$ cat src/rtl/core/assert_macros.svh
// Assertion helpers, clocked on clk and held off during reset.
`ifndef ASSERT_MACROS_SVH
`define ASSERT_MACROS_SVH

// Property holds in the same cycle.
`define ASSERT_NOW(label, prop, msg) \
	label: assert property (@(posedge clk) disable iff (!arst_n) (prop)) else $error(msg);

// Antecedent in one cycle implies consequent in the next.
`define ASSERT_NEXT(label, ante, cons, msg) \
	label: assert property (@(posedge clk) disable iff (!arst_n) (ante) |=> (cons)) \
		else $error(msg);

`endif

$ cat src/rtl/core/mfvss_pkg.sv
package mfvss_pkg;

	localparam int NUM_VOICES_DEF = 4;
	localparam int NOTE_COUNT     = 128;
	localparam int NOTE_W         = 7;
	localparam int STEP_W         = 16;
	localparam int LEVEL_W        = 6;
	localparam int SAMPLE_W       = 8;
	localparam int BUSY_OUT_W     = 4;
	localparam int PROD_W         = SAMPLE_W + LEVEL_W;

	localparam logic [7:0] MIDI_NOTE_OFF = 8'h80;
	localparam logic [7:0] MIDI_NOTE_ON  = 8'h90;

	// Phase increment per tick for each MIDI note
	localparam logic [STEP_W-1:0] RATE_ROM [NOTE_COUNT] = '{
		16'd11, 16'd11, 16'd12, 16'd13, 16'd14, 16'd14, 16'd15, 16'd16,
		16'd17, 16'd18, 16'd19, 16'd20, 16'd21, 16'd23, 16'd24, 16'd25,
		16'd27, 16'd29, 16'd30, 16'd32, 16'd34, 16'd36, 16'd38, 16'd40,
		16'd43, 16'd45, 16'd48, 16'd51, 16'd54, 16'd57, 16'd61, 16'd64,
		16'd68, 16'd72, 16'd76, 16'd81, 16'd86, 16'd91, 16'd96, 16'd102,
		16'd108, 16'd114, 16'd121, 16'd128, 16'd136, 16'd144, 16'd153, 16'd162,
		16'd171, 16'd182, 16'd192, 16'd204, 16'd216, 16'd229, 16'd242, 16'd257,
		16'd272, 16'd288, 16'd306, 16'd324, 16'd343, 16'd363, 16'd385, 16'd408,
		16'd432, 16'd458, 16'd485, 16'd514, 16'd544, 16'd577, 16'd611, 16'd647,
		16'd686, 16'd727, 16'd770, 16'd816, 16'd864, 16'd915, 16'd970, 16'd1028,
		16'd1089, 16'd1153, 16'd1222, 16'd1295, 16'd1372, 16'd1453, 16'd1540, 16'd1631,
		16'd1728, 16'd1831, 16'd1940, 16'd2055, 16'd2177, 16'd2307, 16'd2444, 16'd2589,
		16'd2743, 16'd2906, 16'd3079, 16'd3262, 16'd3456, 16'd3662, 16'd3880, 16'd4110,
		16'd4355, 16'd4614, 16'd4888, 16'd5179, 16'd5487, 16'd5813, 16'd6159, 16'd6525,
		16'd6913, 16'd7324, 16'd7759, 16'd8221, 16'd8710, 16'd9227, 16'd9776, 16'd10357,
		16'd10973, 16'd11626, 16'd12317, 16'd13050, 16'd13826, 16'd14648, 16'd15519, 16'd16441
	};

	typedef enum logic [1:0] {
		ST_IDLE,
		ST_TICK,
		ST_SUM,
		ST_MSG
	} ctrl_state_t;

	typedef enum logic [1:0] {
		PS_CMD,
		PS_NOTE,
		PS_VEL
	} parse_state_t;

	// Decode of the incoming byte
	typedef struct packed {
		logic cmd_on;
		logic cmd_off;
		logic data_hi;
	} byte_stat_t;

	typedef struct packed {
		logic out_load;
		logic mix_clr;
		logic load_note;
		logic load_vel;
		logic apply_msg;
		logic note_on;
		logic voice_step;
		logic mix_add;
		logic commit;
	} dp_cmd_t;

endpackage

$ cat src/rtl/core/mfvss_ram.sv
module mfvss_ram #(
	parameter int WIDTH = 8,
	parameter int DEPTH = 128
) (
	input  logic                     clk,
	input  logic                     we,
	input  logic [$clog2(DEPTH)-1:0] waddr,
	input  logic [WIDTH-1:0]         wdata,
	input  logic [$clog2(DEPTH)-1:0] raddr,
	output logic [WIDTH-1:0]         rdata
);

	logic [WIDTH-1:0] mem_q [DEPTH];
	logic [WIDTH-1:0] rdata_q;

	always_ff @(posedge clk) begin
		if (we) begin
			mem_q[waddr] <= wdata;
		end
		rdata_q <= mem_q[raddr];
	end

	assign rdata = rdata_q;

endmodule

$ cat src/rtl/core/mfvss_dp.sv
module mfvss_dp #(
	parameter int NUM_VOICES = mfvss_pkg::NUM_VOICES_DEF,
	parameter int VIDX_W     = (NUM_VOICES > 1) ? $clog2(NUM_VOICES) : 1
) (
	input  logic                                clk,
	input  logic                                arst_n,
	input  mfvss_pkg::dp_cmd_t                  cmd,
	input  logic [VIDX_W-1:0]                   voice_idx,
	input  logic [7:0]                          midi_byte,
	output mfvss_pkg::byte_stat_t               stat,
	output logic [mfvss_pkg::SAMPLE_W-1:0]      sample_out,
	output logic [mfvss_pkg::BUSY_OUT_W-1:0]    busy_voices
);

	import mfvss_pkg::*;

	// owner code: 0 = free, else voice + 1
	localparam int OW = $clog2(NUM_VOICES + 1);

	logic [STEP_W-1:0]   acc_q   [NUM_VOICES];
	logic [STEP_W-1:0]   step_q  [NUM_VOICES];
	logic [LEVEL_W-1:0]  level_q [NUM_VOICES];
	logic [NUM_VOICES-1:0] en_q;
	logic [NUM_VOICES-1:0] busy_q;
	logic [NOTE_COUNT-1:0] note_vld_q;

	logic [NOTE_W-1:0]   held_note_q;
	logic [LEVEL_W-1:0]  vel_q;
	logic [SAMPLE_W-1:0] held_sample_q;
	logic [SAMPLE_W-1:0] mix_q;
	logic [PROD_W-1:0]   prod_s1;
	logic [SAMPLE_W-1:0] sample_out_q;
	logic [BUSY_OUT_W-1:0] busy_out_q;

	logic [OW-1:0]       ram_rdata;
	logic [OW-1:0]       owner;
	logic [OW-1:0]       owner_m1;
	logic [VIDX_W-1:0]   owner_v;
	logic                free_found;
	logic [VIDX_W-1:0]   free_v;
	logic                do_on;
	logic                do_off;
	logic [STEP_W-1:0]   phase_nxt;
	logic [SAMPLE_W-1:0] phase_hi;
	logic [SAMPLE_W-1:0] prod_top;
	logic [BUSY_OUT_W-1:0] busy_pad;

	assign stat.cmd_on  = (midi_byte == MIDI_NOTE_ON);
	assign stat.cmd_off = (midi_byte == MIDI_NOTE_OFF);
	assign stat.data_hi = midi_byte[7];

	mfvss_ram #(
		.WIDTH (OW),
		.DEPTH (NOTE_COUNT)
	) u_owner_ram (
		.clk   (clk),
		.we    (do_on),
		.waddr (held_note_q),
		.wdata (OW'(free_v) + OW'(1)),
		.raddr (held_note_q),
		.rdata (ram_rdata)
	);

	always_comb begin
		owner    = note_vld_q[held_note_q] ? ram_rdata : '0;
		owner_m1 = owner - OW'(1);
		owner_v  = owner_m1[VIDX_W-1:0];
		// last free voice found wins: highest-numbered
		free_found = 1'b0;
		free_v     = '0;
		for (int v = 0; v < NUM_VOICES; v++) begin
			if (!busy_q[v]) begin
				free_found = 1'b1;
				free_v     = VIDX_W'(v);
			end
		end
		do_on  = cmd.apply_msg && cmd.note_on && (owner == '0) && free_found;
		do_off = cmd.apply_msg && !cmd.note_on && (owner != '0);
	end

	assign phase_nxt = acc_q[voice_idx] + step_q[voice_idx];
	assign phase_hi  = en_q[voice_idx] ? phase_nxt[STEP_W-1 -: SAMPLE_W] : '0;
	assign prod_top  = SAMPLE_W'(prod_s1[PROD_W-1:SAMPLE_W]);

	always_comb begin
		busy_pad = '0;
		for (int i = 0; i < NUM_VOICES && i < BUSY_OUT_W; i++) begin
			busy_pad[i] = busy_q[i];
		end
	end

	always_ff @(posedge clk or negedge arst_n) begin
		if (!arst_n) begin
			for (int v = 0; v < NUM_VOICES; v++) begin
				acc_q[v]   <= '0;
				step_q[v]  <= '0;
				level_q[v] <= '0;
			end
			en_q          <= '0;
			busy_q        <= '0;
			note_vld_q    <= '0;
			held_note_q   <= '0;
			held_sample_q <= '0;
			sample_out_q  <= '0;
			busy_out_q    <= '0;
		end else begin
			for (int v = 0; v < NUM_VOICES; v++) begin
				if (cmd.voice_step && voice_idx == VIDX_W'(v)) begin
					acc_q[v] <= phase_nxt;
				end
				if (do_off && owner_v == VIDX_W'(v)) begin
					acc_q[v]   <= '0;
					step_q[v]  <= '0;
					level_q[v] <= '0;
					en_q[v]    <= 1'b0;
					busy_q[v]  <= 1'b0;
				end
				if (do_on && free_v == VIDX_W'(v)) begin
					step_q[v]  <= RATE_ROM[held_note_q];
					level_q[v] <= vel_q;
					en_q[v]    <= 1'b1;
					busy_q[v]  <= 1'b1;
				end
			end
			if (do_on) begin
				note_vld_q[held_note_q] <= 1'b1;
			end
			if (do_off) begin
				note_vld_q[held_note_q] <= 1'b0;
			end
			if (cmd.load_note) begin
				held_note_q <= midi_byte[NOTE_W-1:0];
			end
			if (cmd.commit) begin
				held_sample_q <= mix_q + prod_top;
			end
			if (cmd.out_load) begin
				sample_out_q <= held_sample_q;
				busy_out_q   <= busy_pad;
			end
		end
	end

	always_ff @(posedge clk) begin
		if (cmd.load_vel) begin
			vel_q <= midi_byte[LEVEL_W:1];
		end
		if (cmd.voice_step) begin
			prod_s1 <= phase_hi * level_q[voice_idx];
		end
		if (cmd.mix_clr) begin
			mix_q <= '0;
		end else if (cmd.mix_add) begin
			mix_q <= mix_q + prod_top;
		end
	end

	assign sample_out  = sample_out_q;
	assign busy_voices = busy_out_q;

endmodule

$ cat src/rtl/core/mfvss_ctrl.sv
module mfvss_ctrl #(
	parameter int NUM_VOICES = mfvss_pkg::NUM_VOICES_DEF,
	parameter int VIDX_W     = (NUM_VOICES > 1) ? $clog2(NUM_VOICES) : 1
) (
	input  logic                  clk,
	input  logic                  arst_n,
	input  logic                  in_valid,
	input  logic                  op,
	output logic                  in_stall,
	output logic                  out_valid,
	input  logic                  out_stall,
	input  mfvss_pkg::byte_stat_t stat,
	output mfvss_pkg::dp_cmd_t    cmd,
	output logic [VIDX_W-1:0]     voice_idx
);

	import mfvss_pkg::*;

	localparam logic [VIDX_W-1:0] LAST_VOICE = VIDX_W'(NUM_VOICES - 1);

	ctrl_state_t  state_q, state_d;
	parse_state_t parse_q, parse_d;
	logic         note_on_q, note_on_d;
	logic [VIDX_W-1:0] idx_q, idx_d;
	logic         out_valid_q, out_valid_d;
	logic         accept;

	always_ff @(posedge clk or negedge arst_n) begin
		if (!arst_n) begin
			state_q     <= ST_IDLE;
			parse_q     <= PS_CMD;
			note_on_q   <= 1'b0;
			idx_q       <= '0;
			out_valid_q <= 1'b0;
		end else begin
			state_q     <= state_d;
			parse_q     <= parse_d;
			note_on_q   <= note_on_d;
			idx_q       <= idx_d;
			out_valid_q <= out_valid_d;
		end
	end

	// a tick needs the output register free, or emptying this cycle
	assign in_stall  = (state_q != ST_IDLE) || (!op && out_valid_q && out_stall);
	assign accept    = in_valid && !in_stall;
	assign out_valid = out_valid_q;
	assign voice_idx = idx_q;

	always_comb begin
		state_d     = state_q;
		parse_d     = parse_q;
		note_on_d   = note_on_q;
		idx_d       = idx_q;
		cmd         = '0;
		cmd.note_on = note_on_q;

		unique case (state_q)
			ST_IDLE: begin
				if (accept && !op) begin
					cmd.out_load = 1'b1;
					cmd.mix_clr  = 1'b1;
					idx_d        = '0;
					state_d      = ST_TICK;
				end else if (accept) begin
					unique case (parse_q)
						PS_CMD: begin
							if (stat.cmd_on || stat.cmd_off) begin
								note_on_d = stat.cmd_on;
								parse_d   = PS_NOTE;
							end
						end
						PS_NOTE: begin
							if (stat.data_hi) begin
								parse_d = PS_CMD;
							end else begin
								cmd.load_note = 1'b1;
								parse_d       = PS_VEL;
							end
						end
						PS_VEL: begin
							parse_d = PS_CMD;
							if (!stat.data_hi) begin
								cmd.load_vel = 1'b1;
								state_d      = ST_MSG;
							end
						end
						default: parse_d = PS_CMD;
					endcase
				end
			end
			ST_TICK: begin
				cmd.voice_step = 1'b1;
				cmd.mix_add    = (idx_q != '0);
				if (idx_q == LAST_VOICE) begin
					state_d = ST_SUM;
				end else begin
					idx_d = idx_q + VIDX_W'(1);
				end
			end
			ST_SUM: begin
				cmd.commit = 1'b1;
				state_d    = ST_IDLE;
			end
			ST_MSG: begin
				// owner lookup has landed; act on the message
				cmd.apply_msg = 1'b1;
				state_d       = ST_IDLE;
			end
			default: state_d = ST_IDLE;
		endcase

		out_valid_d = out_valid_q && out_stall;
		if (cmd.out_load) begin
			out_valid_d = 1'b1;
		end
	end

endmodule

$ cat src/rtl/core/midi_four_voice_saw_synth.sv
// channel  signals                                        direction
// in       in_valid, in_stall, op, midi_byte              request in, stall out
// out      out_valid, out_stall, sample_out, busy_voices  request out, stall in
//
// Bytes go back to back; a full message's velocity byte stalls input in ST_MSG (owner RAM read).
// A tick runs ST_TICK, then ST_SUM; the voices are mixed one per cycle through one multiplier.
// The tick's result (the sample of the previous tick) is registered at acceptance.
// A tick is stalled while the previous result is still held by out_stall.
// Reset clears voice, parser and output state; per-note valid bits start the note table empty.
module midi_four_voice_saw_synth #(
	parameter int NUM_VOICES = mfvss_pkg::NUM_VOICES_DEF
) (
	input  logic                                clk,
	input  logic                                arst_n,
	input  logic                                in_valid,
	output logic                                in_stall,
	input  logic                                op,
	input  logic [7:0]                          midi_byte,
	output logic                                out_valid,
	input  logic                                out_stall,
	output logic [mfvss_pkg::SAMPLE_W-1:0]      sample_out,
	output logic [mfvss_pkg::BUSY_OUT_W-1:0]    busy_voices
);

	import mfvss_pkg::*;

	`include "assert_macros.svh"

	localparam int VIDX_W = (NUM_VOICES > 1) ? $clog2(NUM_VOICES) : 1;

	dp_cmd_t            cmd;
	byte_stat_t         stat;
	logic [VIDX_W-1:0]  voice_idx;
	logic               tick_acc;

	mfvss_ctrl #(
		.NUM_VOICES (NUM_VOICES),
		.VIDX_W     (VIDX_W)
	) u_ctrl (
		.clk       (clk),
		.arst_n    (arst_n),
		.in_valid  (in_valid),
		.op        (op),
		.in_stall  (in_stall),
		.out_valid (out_valid),
		.out_stall (out_stall),
		.stat      (stat),
		.cmd       (cmd),
		.voice_idx (voice_idx)
	);

	mfvss_dp #(
		.NUM_VOICES (NUM_VOICES),
		.VIDX_W     (VIDX_W)
	) u_dp (
		.clk         (clk),
		.arst_n      (arst_n),
		.cmd         (cmd),
		.voice_idx   (voice_idx),
		.midi_byte   (midi_byte),
		.stat        (stat),
		.sample_out  (sample_out),
		.busy_voices (busy_voices)
	);

	assign tick_acc = in_valid && !in_stall && !op;

	`ASSERT_NEXT(a_tick_result, tick_acc, out_valid, "tick gave no result")
	`ASSERT_NEXT(a_tick_busy, tick_acc, in_stall, "request taken during mix")
	`ASSERT_NEXT(a_sample_hold, !tick_acc, $stable(sample_out), "sample changed without tick")

endmodule

$ cat config.mk
export PLATFORM = sky130hd
export DESIGN_NAME = midi_four_voice_saw_synth
export DESIGN_NICKNAME = d
export VERILOG_FILES = /design/src/rtl/core/mfvss_pkg.sv /design/src/rtl/core/mfvss_ram.sv /design/src/rtl/core/mfvss_dp.sv /design/src/rtl/core/mfvss_ctrl.sv /design/src/rtl/core/midi_four_voice_saw_synth.sv
export VERILOG_INCLUDE_DIRS = /design/src /design/src/rtl/core
export SDC_FILE = /design/constraint.sdc
export NUM_CORES = 1
export LEC_CHECK = 0
export BUFFER_PORTS_ARGS = -buffer_cell sky130_fd_sc_hd__buf_4
export CAP_MARGIN = 20
export CORE_MARGIN = 10
export CORE_UTILIZATION = 45
export DETAILED_ROUTE_END_ITERATION = 16
export MAX_ROUTING_LAYER = met4
export PLACE_DENSITY = 0.6
export SETUP_SLACK_MARGIN = 0.2
export SYNTH_ARGS = -nofsm -noshare
export SYNTH_HDL_FRONTEND = slang
export SYNTH_SLANG_ARGS = --single-unit
export TNS_END_PERCENT = 30
$ cat constraint.sdc
create_clock -name clk -period 16.7 [get_ports clk]
set_input_delay 1.67 -clock clk [delete_from_list [all_inputs] [get_ports clk]]
set_output_delay 1.67 -clock clk [all_outputs]
set_load 0.05 [all_outputs]
==> summary.md <==
| Metric | Value |
|---|---|
| CTS tree | `done` |
| First-pass GRT wire length | `160000 um` |
| GRT Total Usage | `23.6%` |
| Most frequent cells in the layout | `edfxtp_1 (396), dfrtp_1 (308), a21oi_1 (224), nand2_1 (196), o21ai_0 (152)` |
| H-tree Lvls | `3` |
| Congestion Overflow GR | `0` |
| Leakage power | `15.1 nW` |
| Final setup vio count | `0` |
| Number of library cell types mapped by synthesis | `79` |
| Vias per cell | `6.46` |
| Die Ht | `299 um` |
| Max Freq | `122 MHz` |
| Hold-fix buffers, CTS | `0` |
| Cells on worst reg2reg path | `23` |
| R2r setup slk | `8530 ps` |
| Least-Margin Pin Slew | `1160 ps` |
| Mapped Avg Cell Area | `12.1 sq um` |
| Critical path class | `reg -> reg` |
| DRC errors left | `0` |
| Layout cells sized above 1 | `14.3%` |
| Synth Flop Type | `edfxtp_1` |
| Hold WC Path Type | `reg -> reg` |
| Nets | `2931` |
| Power Density | `116 nW/um^2` |
| Rows | `102` |
| Total vias in the final route | `25500` |
| IO Count | `27` |
| Layout Cells excl Fill | `3943` |
| Detailed placer's ending HPWL | `62400 um` |
| Rel. slew slack | `22.2%` |
| 1st-pass router iterations | `5` |
| Status | `completed` |
| Cell count after synthesis | `2903` |
| Critical path arrival | `8570 ps` |
| Power Internal | `3.18 mW` |
| Worst clock skew | `59.5 ps` |
| Min-Delay Path Depth | `1` |
| CTS buffer count | `80` |
| Core area | `77500 sq um` |
| CP startpoint kind | `register` |
| Setup crit end kind | `register` |
| Layout overhead on the synthesized area | `11.0%` |
| Routability cong. | `0.910` |
| Commonest non-fill, non-tap cell in the layout | `edfxtp_1` |
| Largest net degree at the start of global routing | `97` |
| CTS Sinks | `722` |
| Port Buffers | `26` |
| Placed instance count | `3786` |
| Post-route ant nets | `0` |
| Min setup slack post-route | `8530 ps` |
| Vias in the first global route | `25400` |
| RR Endpoint | `u_dp.prod_s1[13]$_DFFE_PP_` |
| Worst-path fanout max | `35` |
| Setup TNS | `0 ps` |
| Power share of the combinational group | `17.8%` |
| Worst hold slack | `483 ps` |
| Initial Util | `45.4%` |
| Worst-path clk slew | `60 ps` |
| Post-Syn Nets | `2999` |
| Hold path start | `u_dp.level_q[1]$_DFFE_PN0P_` |
| Clk network pwr share | `37.5%` |
| Maxcap violations | `0` |
| Slew Viols, Final | `0` |
| Syn Std Cell Area | `35100 sq um` |
| Psw | `1.36 mW` |
| Clk_lat worst skew | `660 ps` |
| Peak supply drop | `0.0881 mV` |
| Setup Buffers After CTS | `0` |
| Die width | `299 um` |
| Final wirelength | `105000 um` |
| Routed len/inst | `26.6 um` |
| Reg-to-reg startpoint | `u_ctrl.voice_idx[0]$_DFFE_PN0P_` |
| Worst-case hold path end point | `u_dp.level_q[1]$_DFFE_PN0P_` |
| Post-CTS sizing | `0` |
| Final hold viol count | `0` |
| Worst path required time | `17100 ps` |
| Yosys warning total | `0` |
| Sequential share of the synthesized area | `56.9%` |
| RSZ-0062 raised after global routing | `no` |
| Initial DRC count | `2746` |
| Initial antenna violation count | `1` |
| Clock Tree Buf Depth | `3` |
| Asr flop ratio synth | `43.6%` |
| Die ar. | `89700 sq um` |
| Final Cycle Share | `48.9%` |
| Total Power | `4.54 mW` |
| Switching Fraction | `30.0%` |
| Tmin final | `8170 ps` |
| Place WS | `8470 ps` |
| Post-synth EDFFs | `396` |
| Flop pwr share | `44.7%` |
| Clock Tree Root | `clkbuf_16` |
| FF+latch count, synth | `722` |
==> cell families (layout without fill, tap and decap cells) <==
| family | count (synthesis) | in the layout | share of synthesized area (%) |
|---|---|---|---|
| AO/OA/AOI/OAI | 799 | 799 | 15.3 |
| flip-flops | 722 | 722 | 56.9 |
| XOR/XNOR | 29 | 29 | 0.723 |
| multiplexers | 272 | 272 | 10.7 |
| adder cells (fa/ha/maj) | 83 | 83 | 3.51 |
| other | 0 | 3 | 0 |
| AND/OR/NAND/NOR | 666 | 666 | 8.84 |
| buffers and inverters | 332 | 329 | 4.04 |
==> synth_stat cells, drive strengths merged (11+ instances only) <==
master,n,area (sq um)
a211oi,16,120
o211ai,16,120
dfrtp,315,7880
ha,57,713
and2,11,68.8
inv,71,267
a21o,16,120
clkbuf,159,598
nand3,73,365
buf,100,547
dfxtp,11,220
mux4,75,1690
o22ai,17,106
xnor2,13,114
xor2,16,140
mux2,70,788
edfxtp,396,11900
nand2b,18,113
nor2b,20,125
a221oi,56,490
fa,26,521
a21oi,226,1130
o21ai,159,807
o2bb2ai,28,245
mux2i,127,1270
a22oi,48,360
a41oi,127,1110
nor3,156,811
nand2,198,751
nor2,143,537
==> power groups by stage <==
stage	Sequential (mW)	Combinational, mW	Clock [mW]
2_1_floorplan	2.08	0.497	0
3_3_place_gp	2.06	0.781	0
3_5_place_dp	2.06	0.790	0
4_1_cts	2.03	0.793	1.73
5_1_grt	2.04	0.863	1.81
6_report	2.03	0.809	1.71
==> final cells by class <==
class	count	area [sq um]
multi-input cells	1849	13900
inverters	73	275
well taps	1040	1300
clock buffers	117	2290
fillers	6728	38500
repair buffers	109	913
flip-flops and latches	722	20000
clock inverters	30	287
diodes	3	7.51
==> routing by layer <==
layer  up-vias  wire length, um  GRT usage (%)
li1      11000                -              -
met5         -                0              -
met3       213             9200           4.27
met1     13000            43500           31.6
met2      1244            49500           36.6
met4         0             2740           6.82
==> state kept, by name (all words and copies together), names as in the netlist <==
| signal | count |
|---|---|
| u_ctrl.note_on_q | 1 |
| u_ctrl.out_valid | 1 |
| u_ctrl.parse_q | 2 |
| u_ctrl.state_q | 2 |
| u_ctrl.voice_idx | 2 |
| u_dp.acc_q | 64 |
| u_dp.busy_pad | 1 |
| u_dp.busy_voices | 4 |
| u_dp.en_q | 3 |
| u_dp.held_note_q | 7 |
| u_dp.held_sample_q | 8 |
| u_dp.level_q | 24 |
| u_dp.mix_q | 8 |
| u_dp.note_vld_q | 128 |
| u_dp.prod_s1 | 6 |
| u_dp.sample_out | 8 |
| u_dp.step_q | 60 |
| u_dp.u_owner_ram.mem_q | 384 |
| u_dp.u_owner_ram.rdata | 3 |
| u_dp.vel_q | 6 |
==> worst max-delay path: stages (launching register included) <==
cell and delay [ps]:
dfrtp_2 480, buf_4 620, mux4_2 620, ha_1 420, and4_1 210, and2_1 150, a211oi_1 550, o21ai_0 340
a211o_1 330, a21oi_1 170, xor2_1 600, nor3b_1 170, fa_1 530, fa_1 560, fa_1 420, ha_1 310
nand4_1 70, nor2_1 150, nand3_1 90, mux2_2 280, o311a_1 380, a21oi_1 220, a21oi_1 120, xnor2_1 130
==> metrics by stage <==
stage	util [%]	instance area [sq um]
2_1_floorplan	-	35100
3_3_place_gp	46.8	36300
3_5_place_dp	46.8	36300
4_1_cts	50.2	38900
5_1_grt	50.3	39000
6_report	50.4	39000
==> worst max path at each step <==
stage                     cells after the start                         end                            start  slack, ps
after detailed placement                     23  u_dp.prod_s1[13]$_DFFE_PP_  u_ctrl.voice_idx[0]$_DFFE_PN0P_       8470
after global routing                         23  u_dp.prod_s1[13]$_DFFE_PP_  u_ctrl.voice_idx[0]$_DFFE_PN0P_       7910
after global placement                       23  u_dp.prod_s1[13]$_DFFE_PP_  u_ctrl.voice_idx[0]$_DFFE_PN0P_       8630
after floorplan                              24  u_dp.prod_s1[13]$_DFFE_PP_  u_ctrl.voice_idx[0]$_DFFE_PN0P_       9050
final                                        23  u_dp.prod_s1[13]$_DFFE_PP_  u_ctrl.voice_idx[0]$_DFFE_PN0P_       8530
after CTS                                    23  u_dp.prod_s1[13]$_DFFE_PP_  u_ctrl.voice_idx[0]$_DFFE_PN0P_       8480
No activity file was read; power rests on OpenSTA's default activity.
